===== src/rtl/pnd_pkg.sv =====
// ----------------------------------------------------------------------------
// pnd_pkg: shared constants and a helper for the pink noise dice update core.
// Holds the fixed field widths and the trailing-zero encoder for the tick
// counter.
// ----------------------------------------------------------------------------
package pnd_pkg;

	// Fixed widths of the datapath.
	localparam int unsigned DATA_W = 32;
	localparam int unsigned DIE_W  = 28;
	localparam int unsigned CNT_W  = 16;
	localparam int unsigned TZ_W   = 4;
	localparam int unsigned NN_W   = 5;

	// Random words are divided by sixteen, which drops this many low bits.
	localparam int unsigned DIV_SHIFT = DATA_W - DIE_W;

	typedef logic [DATA_W-1:0] word_t;
	typedef logic [DIE_W-1:0]  die_t;
	typedef logic [CNT_W-1:0]  cnt_t;
	typedef logic [TZ_W-1:0]   tz_t;
	typedef logic [NN_W-1:0]   nn_t;

	// Trailing-zero count of a nonzero counter value. Scanning from the top
	// bit down leaves the lowest set bit's position in the result.
	function automatic tz_t tz_count(input cnt_t v);
		tz_t n;
		n = '0;
		for (int i = CNT_W - 1; i >= 0; i--) begin
			if (v[i]) begin
				n = tz_t'(i);
			end
		end
		return n;
	endfunction

endpackage


===== src/rtl/pnd_dice_bank.sv =====
// ----------------------------------------------------------------------------
// pnd_dice_bank: storage for the dice values.
// A synchronous memory with a registered read, per-entry valid bits
// so that unwritten dice read as zero, and forwarding of a write that lands
// on the entry being read in the same cycle.
// ----------------------------------------------------------------------------
module pnd_dice_bank #(
	parameter int unsigned DEPTH = 16,
	parameter int unsigned IDX_W = 4
) (
	input  logic             clk,
	input  logic             arst_n,
	input  logic             rd_en,
	input  logic [IDX_W-1:0] rd_idx,
	output pnd_pkg::die_t    rd_data,
	input  logic             wr_en,
	input  logic [IDX_W-1:0] wr_idx,
	input  pnd_pkg::die_t    wr_data
);
	import pnd_pkg::*;

	die_t             mem [DEPTH];
	logic [DEPTH-1:0] vld_q;
	die_t             ram_q;
	logic             rd_vld_q;
	logic             fwd_q;
	die_t             fwd_data_q;

	// Memory array: write port and registered read port.
	always_ff @(posedge clk) begin
		if (wr_en) begin
			mem[wr_idx] <= wr_data;
		end
		if (rd_en) begin
			ram_q <= mem[rd_idx];
		end
	end

	// Valid bits: every die reads as zero until it is first written.
	always_ff @(posedge clk or negedge arst_n) begin
		if (!arst_n) begin
			vld_q <= '0;
		end else if (wr_en) begin
			vld_q[wr_idx] <= 1'b1;
		end
	end

	// Read-side status: valid flag and same-cycle write forwarding.
	always_ff @(posedge clk or negedge arst_n) begin
		if (!arst_n) begin
			rd_vld_q <= 1'b0;
			fwd_q    <= 1'b0;
		end else if (rd_en) begin
			rd_vld_q <= vld_q[rd_idx];
			fwd_q    <= wr_en && (wr_idx == rd_idx);
		end
	end

	// Forwarded data needs no reset.
	always_ff @(posedge clk) begin
		if (rd_en) begin
			fwd_data_q <= wr_data;
		end
	end

	// Read data selection; it holds until the next read.
	always_comb begin
		if (fwd_q) begin
			rd_data = fwd_data_q;
		end else if (rd_vld_q) begin
			rd_data = ram_q;
		end else begin
			rd_data = '0;
		end
	end

endmodule


===== src/rtl/pink_noise_dice_update_core.sv =====
// ----------------------------------------------------------------------------
// pink_noise_dice_update_core: Voss-McCartney pink noise sample generator.
// An accepted request passes stage one, then its result is registered out.
// Throughput: one request per cycle when out_stall is low, set by the single
// read-modify-write of the dice memory (read at acceptance, write at advance).
// Reset: dice, running sum, tick counter and nn_bits all clear to zero.
// Asynchronous active-low reset; the dice memory itself is cleared by valid bits.
// ----------------------------------------------------------------------------
module pink_noise_dice_update_core #(
	parameter int unsigned NUM_DICE = 16
) (
	input  logic                clk,
	input  logic                arst_n,
	input  logic                in_valid,
	output logic                in_stall,
	input  pnd_pkg::word_t      rand_die,
	input  pnd_pkg::word_t      rand_white,
	output logic                out_valid,
	input  logic                out_stall,
	output pnd_pkg::word_t      noise_word,
	input  logic                cfg_valid,
	output logic                cfg_ready,
	input  pnd_pkg::nn_t        cfg_data
);
	import pnd_pkg::*;

	localparam int unsigned IDX_W = (NUM_DICE > 1) ? $clog2(NUM_DICE) : 1;
	localparam int unsigned LAST  = NUM_DICE - 1;

	logic             in_acc;
	logic             adv;
	cnt_t             cnt_q;
	nn_t              nn_q;
	word_t            sum_q;
	tz_t              tz;
	logic [IDX_W-1:0] rd_idx;
	logic             upd;
	die_t             old_die;

	logic             valid_s1;
	logic             upd_s1;
	logic [IDX_W-1:0] idx_s1;
	die_t             fresh_s1;
	die_t             white_s1;

	word_t            new_sum;
	word_t            samp;
	word_t            mask;
	word_t            offset;
	word_t            result;
	logic             out_valid_q;
	word_t            noise_q;

	// Handshake control.
	assign adv       = valid_s1 && (!out_valid_q || !out_stall);
	assign in_stall  = valid_s1 && !adv;
	assign in_acc    = in_valid && !in_stall;
	assign cfg_ready = 1'b1;
	assign out_valid = out_valid_q;
	assign noise_word = noise_q;

	// Die selection from the tick counter, clamped to the last die.
	always_comb begin
		tz  = tz_count(cnt_q);
		upd = (cnt_q != '0);
		if (32'(tz) >= NUM_DICE) begin
			rd_idx = IDX_W'(LAST);
		end else begin
			rd_idx = IDX_W'(tz);
		end
	end

	// Configuration register and tick counter.
	always_ff @(posedge clk or negedge arst_n) begin
		if (!arst_n) begin
			nn_q  <= '0;
			cnt_q <= '0;
		end else begin
			if (cfg_valid) begin
				nn_q <= cfg_data;
			end
			if (in_acc) begin
				cnt_q <= cnt_q + cnt_t'(1);
			end
		end
	end

	// Dice storage.
	pnd_dice_bank #(
		.DEPTH (NUM_DICE),
		.IDX_W (IDX_W)
	) u_bank (
		.clk     (clk),
		.arst_n  (arst_n),
		.rd_en   (in_acc && upd),
		.rd_idx  (rd_idx),
		.rd_data (old_die),
		.wr_en   (adv && upd_s1),
		.wr_idx  (idx_s1),
		.wr_data (fresh_s1)
	);

	// Stage one control.
	always_ff @(posedge clk or negedge arst_n) begin
		if (!arst_n) begin
			valid_s1 <= 1'b0;
		end else begin
			valid_s1 <= in_acc || (valid_s1 && !adv);
		end
	end

	// Stage one payload.
	always_ff @(posedge clk) begin
		if (in_acc) begin
			upd_s1   <= upd;
			idx_s1   <= rd_idx;
			fresh_s1 <= rand_die[DATA_W-1:DIV_SHIFT];
			white_s1 <= rand_white[DATA_W-1:DIV_SHIFT];
		end
	end

	// Running sum update, white component, mask and offset.
	always_comb begin
		if (upd_s1) begin
			new_sum = sum_q - word_t'(old_die) + word_t'(fresh_s1);
		end else begin
			new_sum = sum_q;
		end
		samp   = new_sum + word_t'(white_s1);
		mask   = {DATA_W{1'b1}} << nn_q;
		offset = (~mask) >> 1;
		result = (samp & mask) + offset;
	end

	// Running sum and output valid.
	always_ff @(posedge clk or negedge arst_n) begin
		if (!arst_n) begin
			sum_q       <= '0;
			out_valid_q <= 1'b0;
		end else begin
			if (adv) begin
				sum_q <= new_sum;
			end
			out_valid_q <= adv || (out_valid_q && out_stall);
		end
	end

	// Output payload register.
	always_ff @(posedge clk) begin
		if (adv) begin
			noise_q <= result;
		end
	end

endmodule

===== config.mk =====
export PLATFORM = sky130hd
export DESIGN_NAME = pink_noise_dice_update_core
export DESIGN_NICKNAME = d
export VERILOG_FILES = /design/src/rtl/pnd_pkg.sv /design/src/rtl/pnd_dice_bank.sv /design/src/rtl/pink_noise_dice_update_core.sv
export SDC_FILE = /design/constraint.sdc
export NUM_CORES = 1
export LEC_CHECK = 0
export BUFFER_PORTS_ARGS = -buffer_cell sky130_fd_sc_hd__buf_2
export CAP_MARGIN = 20
export CORE_MARGIN = 8
export CORE_UTILIZATION = 56
export DETAILED_ROUTE_END_ITERATION = 12
export GPL_ROUTABILITY_DRIVEN = 0
export PLACE_DENSITY = 0.82
export SYNTH_ARGS = -nofsm -noshare
export SYNTH_HDL_FRONTEND = slang
export SYNTH_HIERARCHICAL = 1
export SYNTH_SLANG_ARGS = --single-unit

===== constraint.sdc =====
create_clock -name clk -period 7.4 [get_ports clk]
set_input_delay 0.37 -clock clk [delete_from_list [all_inputs] [get_ports clk]]
set_output_delay 0.37 -clock clk [all_outputs]
set_load 0.01 [all_outputs]

==> flow_summary.ini <==
[outcome]
status = finished, final reports clean

[timing]
finClkSkew_ns = 0.0275
maxSlewViolCount = 0
post-route-period-util_pct = 99.6
fmax_mhz = 136
setup_viol = 0
min_period_ns = 7.37
tightest_slew_ns = 1.03
postLayoutSetupSlackWorst_ns = 0.0264
slew_headroom_pct = 31.2
hold_viol_final = 0
fin_tns_setup_ns = 0

[global_routing]
top_usage_layer = met2
track_usage_pct = 24.2
grt_max_degree = 119
use_met1_pct = 30.9
grtUsageMet3_pct = 4.46
gr-total-overflow = 0
antenna_found_initial = 0
grt_pass1_wl_microns = 116000
grt_use_met2_pct = 41.1
grt_pass1_vias = 19400

[critical_path]
rr_startpoint = u_bank/fwd_q
cpPeakStageDelay_ns = 0.58
critPathLaunchType = flop
crit_fanout = 6
slowest_stage = or4b_4
crit_path_start = u_bank/fwd_q
critPathArrivalTime_ns = 7.74
cp.buffers_inverters = 3
crit_family = compound AO/OA/AOI/OAI gates
endpoint_kind = flop
worst_path_most_repeated_cell = a21o_1
criticalPathCategory = flop to flop
required_ns = 7.77

[synthesis]
synth_edf_count = 597
synth-seq-cells = 670
ys.flop_type = edfxtp_1
syn-num-nets = 2228
syn_inst = 2033
syn_area_per_cell_sq_um = 15.2
netlist_area_sq_mm = 0.0310
async_flop_share_pct = 10.9
synth_cell_types = 74
yosys_warnings = 6
ys_seq_area_share_pct = 63.8

[routing]
first_pass_iters = 8
vias_per_cell = 6.35
vias = 19500
drt_iter0_markers = 2006
drcViolationCount = 0
ant_nets = 0
wl_microns = 79800
wire_per_inst_microns = 26.1

[placed_design]
hpwl_microns = 45100
placedInstanceArea_sq_mm = 0.0329
place_ws_ns = -0.214
portBuffers = 99
dp.cells = 2850

[clock_tree]
cts_buffers = 68
cts_tree = yes
insertion_delay_ns = 0.62
clock_path_buffers = 3
cts_root_buffer = clkbuf_16
clkTransAtPathRegs_ns = 0.07
htreeDepth = 3
clock_sinks = 670

[final_layout]
final-seq-area_sq_mm = 0.0198
antenna_cells = 0
layout-drive-gt1-share_pct = 25.8
area_delta_synth_final_pct = 18.0
fin_area_sq_mm = 0.0365
num-nets-final = 2500
multi_input_area_sq_mm = 0.0109
stdcell_count = 3062
fill_cells = 3384

[floorplanning]
pin_count = 109
core_sq_mm = 0.0549
fp.dieW_microns = 251
initial_utilization_pct = 56.4
die_h_microns = 251
design.die.area_sq_mm = 0.0631
rows = 86

[job]
cap_viol_max_count = 0

[hold_path]
worstHoldStart = cfg_data[0]
hp-class = primary input to flop
cell type report:
cell class | count | share of cell area (%)
Sequential cell | 670 | 54.1
Multi-Input combinational cell | 1129 | 29.9
Timing Repair Buffer | 275 | 5.73
Clock buffer | 87 | 5.13
Tap cell | 704 | 2.41
Inverter | 161 | 1.65
Clock inverter | 36 | 1.09
timing repair:
action                     4_1_cts  5_1_grt
setup endpoints to repair        4       13
setup buffers                    0       24
hold endpoints to repair       116        0
cloned                           0        1
gates resized for setup         10      114
hold buffers                    63        0
pin swaps                        0       50
state kept, by name, summed over array words and instances, names as in the netlist:
name,cells
cnt_q,16
out_valid,1
noise_word,32
u_bank/fwd_q,1
u_bank/fwd_data_q,28
u_bank/vld_q,16
u_bank/rd_vld_q,1
sum_q,32
upd_s1,1
u_bank/ram_q,28
nn_q,5
white_s1,28
valid_s1,1
u_bank/mem,448
idx_s1,4
fresh_s1,28
layer usage:
metal / up-vias / wire, microns
li1: 8281 / -
met1: 9716 / 29200
met2: 1196 / 39700
met3: 260 / 7450
met4: 0 / 3430
met5: - / 0
placed cells by master (no fill, tap or decap), types with 10 or more instances in the layout:
cell,netlist,layout
clkinv_1,0,12
inv_1,161,160
nor2_1,98,86
a22o_1,28,28
dlygate4sd3_1,0,63
o21ai_0,98,80
a21oi_2,1,16
mux2_2,12,11
xor2_1,27,27
buf_4,2,100
nor2_4,0,12
or2_2,20,20
dfrtp_1,73,72
ha_1,91,78
o21bai_1,19,19
o21ai_2,2,13
nor2b_1,11,10
edfxtp_1,597,597
nand2b_1,24,22
xnor2_1,71,70
and3_1,18,14
clkbuf_16,0,70
nor3_1,21,16
nand2_1,123,119
a21oi_1,88,68
clkbuf_1,43,11
buf_2,15,99
a21o_1,32,32
mux4_2,144,144
fa_1,30,29
nand3_1,23,22
worst paths after layout:
kind                       cells after the start          endpoint  slack (ns)
hold reg to reg                                1  u_bank/vld_q[12]        0.47
setup / recovery                              35    noise_word[31]        0.03
hold / removal                                 2           nn_q[0]        0.02
max in group asynchronous                      2      u_bank/fwd_q        6.19
min in group asynchronous                      2          cnt_q[2]        0.44
setup reg to reg                              35    noise_word[31]        0.03
Yosys cell counts (all sizes together) (8+ instances only):
cell / number / area share (%)
nor2b: 11 / 0.22
xor2: 27 / 0.76
mux2: 12 / 0.44
nand2: 123 / 1.5
a22o: 28 / 0.79
nor3: 21 / 0.34
xnor2: 71 / 2.0
a31oi: 12 / 0.24
a21boi: 8 / 0.21
o21ai: 101 / 1.7
inv: 161 / 2.0
nand2b: 24 / 0.48
and2: 10 / 0.20
buf: 30 / 0.59
dfrtp: 73 / 5.9
nor2: 98 / 1.2
mux4: 144 / 10
a21o: 32 / 0.78
nand4: 8 / 0.16
o21bai: 19 / 0.46
a211oi: 10 / 0.27
and3: 19 / 0.40
clkbuf: 43 / 0.52
a21oi: 89 / 1.5
edfxtp: 597 / 58
nand3: 23 / 0.37
o211ai: 9 / 0.22
or2: 20 / 0.40
o21a: 8 / 0.19
fa: 30 / 1.9
ha: 91 / 3.7
kinds of logic (layout without fill, tap and decap cells):
logic type      after synthesis  count (layout)  synth area share, %
simple gates                389             389                 6.07
fa+ha+maj                   121             121                 5.62
mux                         161             161                 11.1
compound gates              359             359                 7.61
buf+inv                     234             559                 3.07
other cells                   1               1               0.0121
xor+xnor                     98              98                 2.77
flops                       670             670                 63.8
stage by stage:
stage | util (%) | hold WS (ns)
floorplan | - | 0.0744
global placement | 59.8 | 0.446
detailed placement | 59.9 | 0.450
CTS | 65.3 | 0.00273
global route | 66.6 | 0.00481
finish | 66.6 | 0.0196
Power is not shown: default switching activity piles up to over one toggle a cycle in this logic, so the estimate is an artifact.
